`src/hw/rtl/sps_pkg.sv`:
```
// Shared types, register indexes and coil pattern tables for the stepper phase sequencer.
package sps_pkg;

  localparam int unsigned CountW = 16;
  localparam int unsigned PhaseW = 3;
  localparam int unsigned CoilW  = 4;
  localparam int unsigned CfgIdxW = 3;

  // configuration register indexes
  localparam logic [CfgIdxW-1:0] CFG_HALF_STEP     = 3'd0;
  localparam logic [CfgIdxW-1:0] CFG_DEENERGIZE    = 3'd1;
  localparam logic [CfgIdxW-1:0] CFG_STEP_INTERVAL = 3'd2;
  localparam logic [CfgIdxW-1:0] CFG_LEAD_TIME     = 3'd3;
  localparam logic [CfgIdxW-1:0] CFG_HOLD_TIME     = 3'd4;

  // register reset values
  localparam logic [CountW-1:0] STEP_INTERVAL_RST = 16'd500;
  localparam logic [CountW-1:0] LEAD_TIME_RST     = 16'd150;
  localparam logic [CountW-1:0] HOLD_TIME_RST     = 16'd600;

  localparam logic [CoilW-1:0] COIL_RST = 4'b1111;
  localparam logic [CoilW-1:0] COIL_OFF = 4'b0000;

  localparam logic [CoilW-1:0] FULL_TAB [0:3] = '{4'b0011, 4'b1001, 4'b1100, 4'b0110};
  localparam logic [CoilW-1:0] HALF_TAB [0:7] = '{4'b0011, 4'b0001, 4'b1001, 4'b1000,
                                                  4'b1100, 4'b0100, 4'b0110, 4'b0010};

  typedef struct packed {
    logic              half_step;
    logic              deenergize;
    logic [CountW-1:0] step_interval;
    logic [CountW-1:0] lead_time;
    logic [CountW-1:0] hold_time;
  } sps_cfg_t;

  function automatic logic [PhaseW-1:0] phase_mask(input logic half_step);
    return half_step ? 3'd7 : 3'd3;
  endfunction

  function automatic logic [CoilW-1:0] coil_pattern(input logic half_step,
                                                    input logic [PhaseW-1:0] idx);
    return half_step ? HALF_TAB[idx] : FULL_TAB[idx[1:0]];
  endfunction

endpackage

```
`src/hw/rtl/sps_cfg_regs.sv`:
```
// Configuration register file for the stepper phase sequencer.
module sps_cfg_regs (
  input  logic                          clk,
  input  logic                          rst,
  input  logic                          cfg_valid,
  output logic                          cfg_ready,
  input  logic [sps_pkg::CfgIdxW-1:0]   cfg_index,
  input  logic [sps_pkg::CountW-1:0]    cfg_data,
  output sps_pkg::sps_cfg_t             cfg
);

  assign cfg_ready = 1'b1;

  always_ff @(posedge clk) begin
    if (rst) begin
      cfg.half_step     <= 1'b0;
      cfg.deenergize    <= 1'b0;
      cfg.step_interval <= sps_pkg::STEP_INTERVAL_RST;
      cfg.lead_time     <= sps_pkg::LEAD_TIME_RST;
      cfg.hold_time     <= sps_pkg::HOLD_TIME_RST;
    end else if (cfg_valid && cfg_ready) begin
      unique case (cfg_index)
        sps_pkg::CFG_HALF_STEP:     cfg.half_step     <= cfg_data[0];
        sps_pkg::CFG_DEENERGIZE:    cfg.deenergize    <= cfg_data[0];
        sps_pkg::CFG_STEP_INTERVAL: cfg.step_interval <= cfg_data;
        sps_pkg::CFG_LEAD_TIME:     cfg.lead_time     <= cfg_data;
        sps_pkg::CFG_HOLD_TIME:     cfg.hold_time     <= cfg_data;
        default: ;  // unmapped index, transfer is dropped
      endcase
    end
  end

endmodule

```
`src/hw/rtl/stepper_phase_sequencer.sv`:
```
// Stepper phase sequencer: tick counting, phase sequencing and result register.
// A result appears in the cycle after its input transfer. Throughput: one
//   item per cycle unless stalled; the phase/counter state update is a single
//   increment, compare and table lookup between the state and result registers.
// Reset (rst, synchronous): phase 0, count 0, waiting lead time, coils all on,
//   registers at their defaults, no result pending.
module stepper_phase_sequencer (
  input  logic                          clk,
  input  logic                          rst,
  input  logic                          in_valid,
  output logic                          in_stall,
  input  logic                          tick,
  output logic                          out_valid,
  input  logic                          out_stall,
  output logic [sps_pkg::CoilW-1:0]     coil_drive,
  output logic                          step_taken,
  output logic [sps_pkg::PhaseW-1:0]    phase_now,
  input  logic                          cfg_valid,
  output logic                          cfg_ready,
  input  logic [sps_pkg::CfgIdxW-1:0]   cfg_index,
  input  logic [sps_pkg::CountW-1:0]    cfg_data
);

  sps_pkg::sps_cfg_t cfg;

  logic [sps_pkg::PhaseW-1:0] phase_index, phase_index_next;
  logic [sps_pkg::CountW-1:0] tick_count, tick_count_next;
  logic                       in_hold, in_hold_next;
  logic [sps_pkg::CoilW-1:0]  coil_reg, coil_reg_next;
  logic                       stepped;

  logic [sps_pkg::PhaseW-1:0] mask;
  logic [sps_pkg::PhaseW-1:0] p_cur, p_adv;
  logic [sps_pkg::CountW-1:0] cnt_inc;
  logic                       in_xfer;

  sps_cfg_regs u_cfg_regs (
    .clk       (clk),
    .rst       (rst),
    .cfg_valid (cfg_valid),
    .cfg_ready (cfg_ready),
    .cfg_index (cfg_index),
    .cfg_data  (cfg_data),
    .cfg       (cfg)
  );

  assign in_stall = out_valid && out_stall;
  assign in_xfer  = in_valid && !in_stall;

  assign mask    = sps_pkg::phase_mask(cfg.half_step);
  assign p_cur   = phase_index & mask;
  assign p_adv   = (phase_index + 3'd1) & mask;
  assign cnt_inc = (tick_count == {sps_pkg::CountW{1'b1}}) ? tick_count
                                                           : tick_count + 16'd1;

  always_comb begin
    phase_index_next = phase_index;
    tick_count_next  = tick_count;
    in_hold_next     = in_hold;
    coil_reg_next    = coil_reg;
    stepped          = 1'b0;
    if (tick) begin
      tick_count_next = cnt_inc;
      if (!cfg.deenergize) begin
        in_hold_next = 1'b0;
        if (cnt_inc >= cfg.step_interval) begin
          coil_reg_next    = sps_pkg::coil_pattern(cfg.half_step, p_cur);
          phase_index_next = p_adv;
          stepped          = 1'b1;
          tick_count_next  = '0;
        end
      end else if (!in_hold) begin
        if (cnt_inc >= cfg.lead_time) begin
          stepped         = 1'b1;
          tick_count_next = '0;
          if (cfg.hold_time == '0) begin
            // zero hold: the pattern is skipped, coils go off and the phase advances
            coil_reg_next    = sps_pkg::COIL_OFF;
            phase_index_next = p_adv;
            in_hold_next     = 1'b0;
          end else begin
            coil_reg_next = sps_pkg::coil_pattern(cfg.half_step, p_cur);
            in_hold_next  = 1'b1;
          end
        end
      end else begin
        if (cnt_inc >= cfg.hold_time) begin
          phase_index_next = p_adv;
          tick_count_next  = '0;
          if (cfg.lead_time == '0) begin
            // zero lead: next phase pattern is driven at once, with no switch-off
            coil_reg_next = sps_pkg::coil_pattern(cfg.half_step, p_adv);
            stepped       = 1'b1;
            in_hold_next  = 1'b1;
          end else begin
            coil_reg_next = sps_pkg::COIL_OFF;
            in_hold_next  = 1'b0;
          end
        end
      end
    end
  end

  always_ff @(posedge clk) begin
    if (rst) begin
      phase_index <= '0;
      tick_count  <= '0;
      in_hold     <= 1'b0;
      coil_reg    <= sps_pkg::COIL_RST;
      out_valid   <= 1'b0;
    end else begin
      if (in_xfer) begin
        phase_index <= phase_index_next;
        tick_count  <= tick_count_next;
        in_hold     <= in_hold_next;
        coil_reg    <= coil_reg_next;
        out_valid   <= 1'b1;
      end else if (!out_stall) begin
        out_valid <= 1'b0;
      end
    end
  end

  always_ff @(posedge clk) begin
    if (in_xfer) begin
      coil_drive <= coil_reg_next;
      step_taken <= stepped;
      phase_now  <= phase_index_next & mask;
    end
  end

`ifndef SYNTH
  a_idle_no_step: assert property (@(posedge clk) disable iff (rst)
    in_xfer && !tick |=> out_valid && !step_taken)
    else $error("step reported for an item without a tick");

  a_cont_clears_hold: assert property (@(posedge clk) disable iff (rst)
    in_xfer && tick && !cfg.deenergize |=> !in_hold)
    else $error("hold flag left set in continuous mode");

  a_step_restarts_count: assert property (@(posedge clk) disable iff (rst)
    in_xfer && stepped |=> tick_count == '0)
    else $error("tick counter not restarted after a step");

  a_coil_tracks_state: assert property (@(posedge clk) disable iff (rst)
    in_xfer |=> coil_drive == coil_reg)
    else $error("coil output does not match coil state");
`endif

endmodule
```
`config.mk`:
```
export PLATFORM = sky130hd
export DESIGN_NAME = stepper_phase_sequencer
export DESIGN_NICKNAME = d
export VERILOG_FILES = /design/src/hw/rtl/sps_pkg.sv /design/src/hw/rtl/sps_cfg_regs.sv /design/src/hw/rtl/stepper_phase_sequencer.sv
export SDC_FILE = /design/constraint.sdc
export NUM_CORES = 1
export LEC_CHECK = 0
export ABC_AREA = 1
export BUFFER_PORTS_ARGS = -buffer_cell sky130_fd_sc_hd__buf_2
export CORE_MARGIN = 2
export CORE_UTILIZATION = 50
export CTS_CLUSTER_SIZE = 20
export DETAILED_ROUTE_END_ITERATION = 8
export PLACE_DENSITY_LB_ADDON = 0.15
export RECOVER_POWER = 25
export SLEW_MARGIN = 0
export SYNTH_ARGS = -nofsm -noshare
export SYNTH_HDL_FRONTEND = slang
export SYNTH_SLANG_ARGS = --single-unit
```
`constraint.sdc`:
```
create_clock -name clk -period 4.7 [get_ports clk]
set_input_delay 1.175 -clock clk [delete_from_list [all_inputs] [get_ports clk]]
set_output_delay 1.175 -clock clk [all_outputs]
set_load 0.01 [all_outputs]
```
# Word-level counts from Yosys, hierarchy flattened
# Memories as Yosys holds them, arrays and structs flattened.
# Cells that the tools add are included.
# totals
register_bits,83
output_inout_bits,11
n_memories,2
input_bits,25
rom_bits,64
wordCells,96
# mem_list
memory,words,word_bits,read_ports,rd_ports_with_merged_regs,write_ports,line,source
(no name shown),8,4,1,0,0,sps_pkg.sv:42,return half_step ? HALF_TAB[idx] : FULL_TAB[idx[1:0]];
(no name shown),8,4,1,0,0,sps_pkg.sv:42,
# classes
n_eq_ne,6
n_addsub,2
reduce_logical,12
n_bitwise,7
magnitude_cmp,7
muxes,47
# op_table
op,count
16-bit two-way mux,6
4-bit two-way mux,18
16-bit greater-or-equal comparator,3
16-bit zero test,2
3-bit two-way mux,8
"16-bit by 1-bit adder with 16-bit output, second input constant",1
4-bit binary-select mux with 2-bit select,2
"16-bit equality test, second input constant",1
1-bit two-way mux,13
2-bit AND reduction,6
3-bit bitwise AND,3
"4-bit greater-or-equal comparator, second input constant",2
3-bit NOT with 4-bit output,2
"3-bit by 2-bit equality test with 1-bit output, second input constant",2
"3-bit greater-or-equal comparator, second input constant",2
2-bit NOT with 3-bit output,2
"3-bit by 1-bit adder with 3-bit output, second input constant",1
"3-bit by 1-bit equality test with 1-bit output, second input constant",1
"3-bit equality test, second input constant",1
3-bit zero test,1
1-bit logical AND,2
"2-bit by 1-bit inequality test with 1-bit output, second input constant",1
1-bit zero test,1

# Longest topological paths before layout
# Gate-level depths: netlist of run 1.
# depth
ltp_word,12
depth_mapped,27
depth_no_buf,27

# Modules after synthesis
# Synthesis of run 1 repeated with hierarchy kept, for this count alone.
# hier_totals
cells_unflattened,849
area_unflattened_um2,5810.6
# modules_own_cells
mod,cells_per_inst,instances,seq_area_each_um2,area_per_inst_um2
stepper_phase_sequencer,562,1,740.7,3768.6
sps_cfg_regs,287,1,1001.0,2042.0

# Worst setup path after synthesis of run 1
# No wires, ideal clock.
# synth_timing
path_kind,reg-to-reg
start,register tick_count[0] (netlist name)
end,register tick_count[5] (netlist name)
stages_incl_launch_ff,26
t_arrival_ns,2.964
period_less_slack_ns,3.033
required_time_ns,4.631
path_slack_ns,1.667
n_path_buf,1
path_cell_list,dfxtp_1 ha_1 nand3_2 nor2_2 nand2_1 inv_2 nand2_4 nand2_1 nor2_2 nand3_1 xnor2_1 ha_1 nand2_1 inv_1 o21bai_2 nand2_2 a21oi_4 nand3_4 nand2_4 nand2_2 nand2_2 nand3_2 inv_4 buf_12 nand2_2 a21oi_2
# synth_between
elab_chain_cells,6
# synth_rtl
item,line,source
from (decl),stepper_phase_sequencer.sv:27,"logic [sps_pkg::CountW-1:0] tick_count, tick_count_next;"
from (signal assigned),stepper_phase_sequencer.sv:114,tick_count <= tick_count_next;
16-bit by 1-bit adder with 16-bit output or 16-bit equality test (tied branches),"stepper_phase_sequencer.sv:54, stepper_phase_sequencer.sv:53",
16-bit two-way mux *,stepper_phase_sequencer.sv:53,assign cnt_inc = (tick_count == {sps_pkg::CountW{1'b1}}) ? tick_count
"16-bit greater-or-equal comparator, on equally long branches","stepper_phase_sequencer.sv:73, stepper_phase_sequencer.sv:87",
"16-bit two-way mux, on equally long branches","stepper_phase_sequencer.sv:73, stepper_phase_sequencer.sv:87",
16-bit two-way mux,stepper_phase_sequencer.sv:72,end else if (!in_hold) begin
16-bit two-way mux *,stepper_phase_sequencer.sv:64,if (!cfg.deenergize) begin
# Every way passes the cells marked *; elsewhere a longest branch is shown, timed or not.
# A chain may end at the register's enable or synchronous reset.

==> metrics.md, run 1 <==
| Metric | Value |
|---|---|
| Post-Place Cells | `905` |
| Vias per cell | `5.43` |
| Multiplexer share of the synthesized area | `0` |
| Starting Density | `0.518` |
| Syn_area_per_cell | `about 7.2 um2` |
| Htree depth | `3` |
| Syn_nets | `829` |
| Slew @ Worst Pin | `1.91 ns` |
| Routed Antenna Nets | `0` |
| Ports placed on the boundary | `36` |
| Largest net degree at the start of global routing | `31` |
| Worst slew margin | `-0.275` |
| First-pass GRT wire length | `around 23000 um` |
| Synth Area in Adders | `0.123` |
| Setup ws final | `approximately 0.52 ns` |
| Wirelength per Cell | `between 10 and 15 um` |
| GR met1 Demand/Resource | `0.323` |
| Total Power | `1.49 mW` |
| Top flop regs | `u_cfg_regs.cfg (50), tick_count (16)` |
| GRT met2 Usage | `0.419` |
| Sw Ratio | `0.275` |
| Yosys warnings | `0` |
| Reg power frac | `0.507` |
| Clock network power share | `0.377` |
| Row cnt | `37` |
| Initial antenna violation count | `0` |
| Die width | `108 um` |
| GRT Overall Usage | `0.250` |
| Worst-path clk slew | `about 0.08 ns` |
| # DRC | `0` |
| Grt peak-use layer | `met2` |
| Worst hold path class | `reg -> reg` |
| Share of layout cells above drive strength 1 | `0.116` |
| Crit path kind | `in -> reg` |
| Core area | `10400 um2` |
| Synth Area in XOR/XNOR | `0.0114` |
| Critical path launch point type | `input port` |
| Slew Viols, Final | `31` |
| Sw Pwr | `just over 0.4 mW` |
| Commonest non-fill, non-tap cell in the layout | `nand2_1` |
| Max FFs per register | `50` |
| Pre-CTS setup slack | `1.01 ns` |
| Inserted Diodes | `0` |
| Yosys reg bits | `83` |
| Hold Path Sink | `u_cfg_regs.cfg[46]$_SDFFE_PP0P_` |
| Sequential area share after synthesis | `0.323` |
| Main combinational cell family by area after synthesis | `simple AND/OR/NAND/NOR gates` |
| Max_cap viols | `1` |
| Worst EP arrival | `4.41 ns` |
| Total wire length | `13700 um` |
| Fin Hold WS | `0.478 ns` |
| Met3 usage | `0.0315` |
| Setup TNS Final | `0 ns` |
| CTS Buf Count | `9` |
| Hold path start | `u_cfg_regs.cfg[46]$_SDFFE_PP0P_` |
| # resized after CTS | `0` |
| Longest Clk Path Bufs | `2` |
| FF-to-FF path depth | `23` |
| Initial DRC count | `approximately 250` |
| Worst-path maximum fanout | `30` |
| I/O Buffers | `34` |
| Max Fclk | `0.239 GHz` |
| Total number of vias | `5000` |
| Synth unique cells | `45` |
| Routability cong. | `between 0.9 and 1` |
| Hold Path Depth | `2` |
| Synth Instances | `751` |
| Leakage | `2.70 nW` |
| Commonest non-fill, non-tap cells in the layout | `nand2_1 (165), inv_1 (96), a21oi_1 (82)` |
| Crit path capture type | `register` |
| Overflow after GRT | `0` |
| Reg2Reg Capture Point | `tick_count[4]$_SDFFE_PP0P_` |
| Layout Cells excl Fill | `921` |
| Worst-Skew Late Latency | `0.36 ns` |
| Clock skew | `roughly 0.012 ns` |
| Outcome | `complete, but fails checks` |
| Period utilization | `0.890` |
| Synth Area in Simple Gates | `0.258` |
| Power per cell area | `256 nW/um2` |
| Synthesized area | `5400 um2` |
| # setup viols final | `0` |
| Fin. Hold Viols | `0` |
| Comb pwr share | `0.116` |
| CTS Sinks | `83` |
| Pre-antenna DRT Iters | `6` |
| # Post-CTS Setup Buffers | `0` |
| Fin crit period | `4.18 ns` |
| Post-synthesis compound-gate area fraction | `0.186` |
| Peak supply drop | `0.150 mV` |
| Internal power | `approximately 1.1 mW` |
| Vias in the first global route | `4713` |
| Clock root buffer | `clkbuf_8` |
| Violated checks | `capacitance limit, slew limit` |
| Post-CTS Hold Buffers | `0` |
| Reg2Reg Setup Slack | `between 0.9 and 1 ns` |
| Die area | `roughly 12000 um2` |
| Die H | `108 um` |
| CTS tree | `yes` |
| Top reg by flops | `u_cfg_regs.cfg` |
| HPWL after DPL | `10600 um` |
| Reg-to-Reg Start | `tick_count[0]$_SDFFE_PP0P_` |
| Area Overhead vs Synth | `7.83%` |
| Unrepaired setup endpoints after global routing | `no` |
| Critical Path RT | `4.93 ns` |
| Layout Nets | `858` |
==> Yosys cell counts (all sizes together) <==
master | count | area share
a21o | 1 | 0.0014
o21ai | 61 | 0.057
conb | 1 | 0.00069
ha | 53 | 0.12
nor3 | 9 | 0.010
xnor2 | 3 | 0.0049
o211ai | 12 | 0.017
clkbuf | 17 | 0.021
buf | 4 | 0.0067
dfxtp | 75 | 0.28
o21bai | 3 | 0.0049
nand4 | 22 | 0.025
inv | 99 | 0.069
edfxtp | 8 | 0.044
nand3 | 37 | 0.040
nor4 | 1 | 0.0012
clkinv | 2 | 0.0014
xor2 | 4 | 0.0065
or2 | 2 | 0.0023
o22ai | 1 | 0.0012
a21oi | 94 | 0.097
or4 | 1 | 0.0014
o21a | 3 | 0.0042
nand2 | 183 | 0.14
a31oi | 3 | 0.0035
nor2 | 52 | 0.040
==> worst max-delay path, stage by stage <==
cell	delay, ns
buf_2	0.07
clkbuf_1	1.36
clkinv_1	1.11
buf_4	0.50
o21ai_0	0.11
a21oi_1	0.06
==> area by class of cell <==
type,count,area [um2]
Tap cell,136,170
Clock buffer,10,149
Fill cell,993,4590
Timing Repair Buffer,39,193
Sequential cell,83,1740
Clock inverter,6,68.8
Multi-Input combinational cell,546,3120
Inverter,101,382
==> per-layer routing <==
layer  part of all wire  vias to the layer above
li1                   -                     2547
met1               0.46                     2303
met2               0.46                      120
met3              0.045                       30
met4              0.032                        0
met5                  0                        -
==> worst max path at each step <==
stage / from / to / slack [ns] / cells after the start
2_1_floorplan: tick_count[0]$_SDFFE_PP0P_ / tick_count[5]$_SDFFE_PP0P_ / 1.67 / 25
3_3_place_gp: tick_count[0]$_SDFFE_PP0P_ / tick_count[7]$_SDFFE_PP0P_ / 1.08 / 23
3_5_place_dp: tick_count[0]$_SDFFE_PP0P_ / tick_count[4]$_SDFFE_PP0P_ / 1.01 / 23
4_1_cts: tick_count[0]$_SDFFE_PP0P_ / tick_count[4]$_SDFFE_PP0P_ / 0.98 / 23
5_1_grt: rst / u_cfg_regs.cfg[22]$_SDFFE_PP0P_ / 0.31 / 6
6_report: rst / u_cfg_regs.cfg[22]$_SDFFE_PP0P_ / 0.52 / 6
==> power by group through the flow <==
stage	Clock, mW	Sequential (mW)	Combinational, mW
2_1_floorplan	0	0.769	0.124
6_report	0.562	0.756	0.173
5_1_grt	0.605	0.759	0.198
3_5_place_dp	0	0.772	0.173
3_3_place_gp	0	0.771	0.170
4_1_cts	0.572	0.756	0.174
==> cell families after synthesis <==
kind of cell | Yosys count
AO/OA/AOI/OAI | 178
XOR/XNOR | 7
adder cells (fa/ha/maj) | 53
buffers and inverters | 122
flip-flops | 83
other | 1
AND/OR/NAND/NOR | 307
==> through the flow <==
| step | utilization | area (um2) |
|---|---|---|
| 5_1_grt | 0.559 | 5820 |
| 4_1_cts | 0.561 | 5840 |
| 3_5_place_dp | 0.540 | 5630 |
| 3_3_place_gp | 0.540 | 5630 |
| 2_1_floorplan | - | 5400 |
| 6_report | 0.559 | 5820 |
No activity file was read; power rests on OpenSTA's default activity.
==> run 2, diff against run 1 <==
--- a/config.mk
+++ b/config.mk
@@ -8,9 +8,10 @@
 export ABC_AREA = 1
 export BUFFER_PORTS_ARGS = -buffer_cell sky130_fd_sc_hd__buf_2
 export CORE_MARGIN = 2
-export CORE_UTILIZATION = 50
+export CORE_UTILIZATION = 45
 export CTS_CLUSTER_SIZE = 20
 export DETAILED_ROUTE_END_ITERATION = 8
+export MAX_ROUTING_LAYER = met4
 export PLACE_DENSITY_LB_ADDON = 0.15
 export RECOVER_POWER = 25
 export SLEW_MARGIN = 0
==> metrics.md, run 2 (same netlist as run 1, synthesis figures left out) <==
| Metric | Value |
|---|---|
| Top reg by flops | `u_cfg_regs.cfg` |
| Worst hold path class | `reg -> reg` |
| Area Overhead vs Synth | `10.7%` |
| Vias per cell | `about 5.3` |
| Worst-path clk slew | `roughly 0.07 ns` |
| Longest Clk Path Bufs | `2` |
| First-pass GRT wire length | `23200 um` |
| Routed Antenna Nets | `0` |
| Violated checks | `capacitance limit, slew limit` |
| Worst slew margin | `-0.324` |
| HPWL after DPL | `10900 um` |
| Total wire length | `14300 um` |
| Outcome | `complete, but fails checks` |
| Initial antenna violation count | `0` |
| Core area | `~12000 um2` |
| # DRC | `0` |
| Pre-antenna DRT Iters | `5` |
| Worst EP arrival | `around 4 ns` |
| Wirelength per Cell | `15.3 um` |
| Total number of vias | `4946` |
| Fin. Hold Viols | `0` |
| Layout fillers | `1177` |
| Routability cong. | `~0.9` |
| Crit path capture type | `register` |
| CTS Sinks | `83` |
| Largest net degree at the start of global routing | `47` |
| Slew @ Worst Pin | `1.99 ns` |
| Peak supply drop | `roughly 0.27 mV` |
| Unrepaired setup endpoints after global routing | `no` |
| Die width | `114 um` |
| Clock root buffer | `clkbuf_16` |
| Top flop regs | `u_cfg_regs.cfg (50), tick_count (16)` |
| Fin crit period | `between 3 and 4 ns` |
| Overflow after GRT | `0` |
| Die H | `approximately 110 um` |
| Htree depth | `3` |
| Share of layout cells above drive strength 1 | `0.114` |
| Max FFs per register | `50` |
| Commonest non-fill, non-tap cell in the layout | `nand2_1` |
| Ports placed on the boundary | `36` |
| Crit path kind | `reg -> reg` |
| Post-CTS Hold Buffers | `0` |
| Commonest non-fill, non-tap cells in the layout | `nand2_1 (165), inv_1 (96), a21oi_1 (82)` |
| GRT Overall Usage | `0.235` |
| Leakage | `2.76 nW` |
| Worst-path maximum fanout | `16` |
| Layout Cells excl Fill | `between 900 and 1000` |
| CTS tree | `yes` |
| Slew Viols, Final | `78` |
| Critical path launch point type | `register` |
| # resized after CTS | `0` |
| Row cnt | `40` |
| Max_cap viols | `2` |
| Post-Place Cells | `915` |
| Clock skew | `0.00838 ns` |
| # Post-CTS Setup Buffers | `0` |
| # setup viols final | `0` |
| Max Fclk | `0.267 GHz` |
| Inserted Diodes | `0` |
| Period utilization | `0.797` |
| Vias in the first global route | `4639` |
| Total Power | `between 1.5 and 2 mW` |
| Power per cell area | `298 nW/um2` |
| Layout Nets | `857` |
| Critical Path RT | `between 4 and 5 ns` |
| Fin Hold WS | `0.470 ns` |
| Starting Density | `0.455` |
| CTS Buf Count | `9` |
| Setup TNS Final | `0 ns` |
| Die area | `between 10000 and 15000 um2` |
| I/O Buffers | `34` |
| Initial DRC count | `220` |
| Worst-Skew Late Latency | `0.35 ns` |
## run 2: cell types whose count changed in the layout (fill, tap and decap cells not counted), sizes merged
cell / change
buf: -3
bufinv: +2
clkbuf: +4
clkinvlp: -1
inv: -3
## run 2: critical path, cell delays in order, from the launching register on
cell and delay, ns:
dfxtp_1 0.35, ha_1 0.26, nand3_2 0.11, nor2_2 0.04, nand2_1 0.08, inv_2 0.07, nand2_4 0.09, nand2_1 0.06
nor2_2 0.17, nand2_1 0.09, xnor2_1 0.50, ha_1 0.36, a21oi_1 0.14, nor2_1 0.05, nor2_1 0.08, nand2_1 0.07
nand2_2 0.10, nand3_2 0.19, nand2_1 0.17, nand2_2 0.07, nand2_2 0.05, nand3_2 0.09, inv_4 0.21, nand2_2 0.09
a21oi_2 0.12
## run 2: path summary, 6_finish.rpt
path	startpoint	to	slack, ns	depth (start not counted)
max	tick_count[0]$_SDFFE_PP0P_	tick_count[15]$_SDFFE_PP0P_	0.96	24
min	u_cfg_regs.cfg[42]$_SDFFE_PP0P_	u_cfg_regs.cfg[42]$_SDFFE_PP0P_	0.47	2
min reg2reg	u_cfg_regs.cfg[42]$_SDFFE_PP0P_	u_cfg_regs.cfg[42]$_SDFFE_PP0P_	0.47	2
max reg2reg	tick_count[0]$_SDFFE_PP0P_	tick_count[15]$_SDFFE_PP0P_	0.96	24
## run 2: cell type report
type                       count  area (um2)  share of cell area
clock buffer                  12         267              0.0446
timing repair buffer          38         180              0.0302
clock inverter                 4        95.1              0.0159
sequential                    83        1740               0.292
multi-input combinational    546        3130               0.523
inverter                     101         382              0.0639
tap                          147         184              0.0308
## run 2: per-layer routing
layer  share of wire  up-vias  track usage  routed length, um
met5               0        -            -                  0
met4           0.028        0        0.102                393
met3           0.039       22       0.0345                555
met2            0.47      109        0.378               6710
met1            0.46     2264        0.296               6600
li1                -     2551            -                  -
## run 2: power by group
group,switching (mW),internal [mW]
Sequential,0.0157,0.741
Combinational,0.116,0.0574
Clock,0.290,0.562
## run 2: metrics by stage
step           setup WS (ns)  cell area (um2)   util
6_report               0.956             5970  0.504
5_1_grt                0.597             5970  0.504
2_1_floorplan           1.67             5400      -
3_3_place_gp            1.01             5630  0.475
4_1_cts                0.952             5990  0.505
3_5_place_dp           0.979             5630  0.475
==> run 3, diff against run 2 <==
--- a/config.mk
+++ b/config.mk
@@ -5,7 +5,7 @@
 export SDC_FILE = /design/constraint.sdc
 export NUM_CORES = 1
 export LEC_CHECK = 0
-export ABC_AREA = 1
+export ABC_AREA = 0
 export BUFFER_PORTS_ARGS = -buffer_cell sky130_fd_sc_hd__buf_2
 export CORE_MARGIN = 2
 export CORE_UTILIZATION = 45
==> constraint.sdc (replaced) <==
create_clock -name clk -period 3.8 [get_ports clk]
set_input_delay 0.95 -clock clk [delete_from_list [all_inputs] [get_ports clk]]
set_output_delay 0.95 -clock clk [all_outputs]
set_load 0.01 [all_outputs]
==> metrics.md, run 3 <==
| Metric | Value |
|---|---|
| Outcome | `finished, final reports clean` |
| Critical Path RT | `3.91 ns` |
| Layout fillers | `1094` |
| Crit path kind | `reg -> reg` |
| First-pass GRT wire length | `22400 um` |
| CTS Sinks | `between 80 and 90` |
| Max layer used | `met4` |
| EDFF count, synth | `8` |
| Worst EP arrival | `3.72 ns` |
| Met2 WL | `6390 um` |
| # DRC | `0` |
| Async set-or-reset flop fraction in the synthesized netlist | `0` |
| Largest net degree at the start of global routing | `35` |
| Reg2Reg Capture Point | `coil_drive[0]$_DFFE_PP_` |
| Htree depth | `3` |
| Share of layout cells above drive strength 1 | `0.154` |
| Core area | `11300 um2` |
| Clock root buffer | `clkbuf_16` |
| Max FFs per register | `50` |
| Layout Cells excl Fill | `slightly below 900` |
| Peak supply drop | `between 0.2 and 0.3 mV` |
| Crit path capture type | `register` |
| Commonest non-fill, non-tap cells in the layout | `nand2_1 (129), dfxtp_1 (75), a21oi_1 (67)` |
| Main area contributors after synthesis | `dfxtp_1 (29%), ha_1 (13%), nand2_1 (9.4%), a21oi_1 (7.1%), edfxtp_1 (4.6%)` |
| Reg2Reg Setup Slack | `0.18 ns` |
| Slew Viols, Final | `0` |
| Worst-path maximum fanout | `5` |
| CTS Buf Count | `9` |
| Ports placed on the boundary | `36` |
| Longest Clk Path Bufs | `2` |
| # setup viols final | `0` |
| Top flop regs | `u_cfg_regs.cfg (50), tick_count (16)` |
| Area Overhead vs Synth | `20.0%` |
| DR WL met3 | `444 um` |
| Worst Setup EP | `coil_drive[0]$_DFFE_PP_` |
| GRT Overall Usage | `0.232` |
| Fin Hold WS | `approximately 0.45 ns` |
| Top reg by flops | `u_cfg_regs.cfg` |
| Worst hold path class | `reg -> reg` |
| Yosys reg bits | `83` |
| CTS tree | `yes` |
| Vias in the first global route | `4552` |
| Total wire length | `13900 um` |
| Max Fclk | `between 0.2 and 0.3 GHz` |
| Largest area contributor in the synthesized netlist | `dfxtp_1` |
| FF-to-FF path depth | `14` |
| Leakage | `2.72 nW` |
| Sequential area share after synthesis | `0.337` |
| Routed Antenna Nets | `0` |
| Initial DRC count | `roughly 270` |
| Wirelength per Cell | `between 15 and 20 um` |
| Overflow after GRT | `0` |
| Metal1 wirelength | `between 6000 and 7000 um` |
| Yosys warnings | `0` |
| Critical path launch point type | `register` |
| Top post-synthesis cells by count | `nand2_1 (129), dfxtp_1 (75), a21oi_1 (73)` |
| Vias per cell | `5.56` |
| Syn_nets | `746` |
| Post-CTS Hold Buffers | `0` |
| Fin. Hold Viols | `0` |
| Worst slew margin | `0.146` |
| Power per cell area | `310 nW/um2` |
| Fin crit period | `3.62 ns` |
| Syn_area_per_cell | `7.74 um2` |
| Slew @ Worst Pin | `1.28 ns` |
| Setup TNS Final | `0 ns` |
| Layout Nets | `807` |
| CP Launch Point | `tick_count[3]$_SDFFE_PP0P_` |
| HPWL after DPL | `10500 um` |
| Initial antenna violation count | `0` |
| Yosys top cell area share | `0.290` |
| Synth Instances | `668` |
| Total number of vias | `4874` |
| Die width | `111 um` |
| Most common cell in the synthesized netlist | `nand2_1` |
| Top FF cell, synth | `dfxtp_1` |
| I/O Buffers | `34` |
| Worst-Skew Late Latency | `roughly 0.36 ns` |
| Pre-antenna DRT Iters | `5` |
| Commonest non-fill, non-tap cell in the layout | `nand2_1` |
| Synthesized area | `5170 um2` |
| Die H | `111 um` |
| Clock skew | `0.00763 ns` |
| Final Instance Area | `between 6000 and 7000 um2` |
| Sequential standard cell area | `1740 um2` |
| Unrepaired setup endpoints after global routing | `no` |
| Die area | `12400 um2` |
| Post-Place Cells | `854` |
| Period utilization | `0.952` |
| Starting Density | `0.457` |
| Reg-to-Reg Start | `tick_count[3]$_SDFFE_PP0P_` |
| Multi-input gate area | `3280 um2` |
| Row cnt | `39` |
| Placed inst area | `5690 um2` |
| Max_cap viols | `0` |
| Routability cong. | `0.922` |
| Synth unique cells | `56` |
| Inserted Diodes | `0` |
| Worst-path clk slew | `0.06 ns` |
-- run 3: cell types whose count changed after synthesis, sizes merged, moves of 9 or more --
| cell | change |
|---|---|
| inv | -43 |
| nand2b | +9 |
| nand4 | -15 |
| nand2 | -54 |
| and3 | +12 |
| nand3 | -18 |
| o211ai | -10 |
| o21ai | -41 |
| a21oi | -20 |
| nor2 | -9 |
| a211o | +9 |
| nand3b | +11 |
| clkbuf | +11 |
-- run 3: kinds of logic (layout without fill, tap and decap cells) --
group | count (synthesis) | count (layout) | synth area share
XOR/XNOR | 14 | 14 | 0.0237
flip-flops | 83 | 83 | 0.337
AO/OA/AOI/OAI | 157 | 157 | 0.193
other | 1 | 1 | 0.000726
buffers and inverters | 87 | 152 | 0.0654
AND/OR/NAND/NOR | 266 | 266 | 0.238
adder cells (fa/ha/maj) | 53 | 53 | 0.128
multiplexers | 7 | 7 | 0.0140
-- run 3: layout make-up --
type	count	area share
inverters	56	0.0339
repair buffers	81	0.0813
well taps	143	0.0288
clock inverters	3	0.00343
multi-input cells	498	0.529
flip-flops and latches	83	0.281
clock buffers	12	0.0432
-- run 3: what timing repair did --
item                                    in CTS  in global routing
gates resized for setup                     15                 25
endpoints found under the setup margin      31                 30
gates cloned                                 0                  1
pin swaps                                    1                 15
setup buffers                                0                  6
-- run 3: worst min-delay path by stage --
stage                                          from                               to  cells after the start
floorplan           u_cfg_regs.cfg[33]$_SDFFE_PP0P_  u_cfg_regs.cfg[33]$_SDFFE_PP0P_                      2
global placement    u_cfg_regs.cfg[43]$_SDFFE_PP0P_  u_cfg_regs.cfg[43]$_SDFFE_PP0P_                      2
detailed placement  u_cfg_regs.cfg[41]$_SDFFE_PP0P_  u_cfg_regs.cfg[41]$_SDFFE_PP0P_                      2
CTS                 u_cfg_regs.cfg[41]$_SDFFE_PP0P_  u_cfg_regs.cfg[41]$_SDFFE_PP0P_                      2
global route        u_cfg_regs.cfg[41]$_SDFFE_PP0P_  u_cfg_regs.cfg[41]$_SDFFE_PP0P_                      2
finish              u_cfg_regs.cfg[41]$_SDFFE_PP0P_  u_cfg_regs.cfg[41]$_SDFFE_PP0P_                      2
-- run 3: stage by stage --
stage                     setup slack [ns]  power (mW)  utilization
after floorplan                     0.0122        1.02            -
after global placement              -0.384        1.08        0.503
after detailed placement            -0.509        1.08        0.503
after CTS                          0.00170        1.93        0.535
after global routing               0.00496        1.99        0.548
final                                0.181        1.92        0.548
-- run 3: critical path: stages, from the launching register on --
cell,delay [ns]
dfxtp_1,0.31
and4_1,0.22
and2_1,0.17
a21oi_2,0.23
nand4_1,0.17
xnor2_2,0.30
ha_1,0.31
a21oi_2,0.15
o21ai_1,0.10
or3_1,0.36
o211a_4,0.26
o211ai_1,0.32
o21a_1,0.24
a211o_1,0.16
o31ai_1,0.06
-- run 3: report_power, final --
group / internal, mW / switching [mW]
logic: 0.0563 / 0.0956
registers: 0.902 / 0.0141
clock network: 0.496 / 0.360
-- run 3: metal layers --
metal	vias up	GRT usage
met5	-	-
li1	2439	-
met1	2327	0.308
met3	22	0.0339
met2	86	0.355
met4	0	0.0971
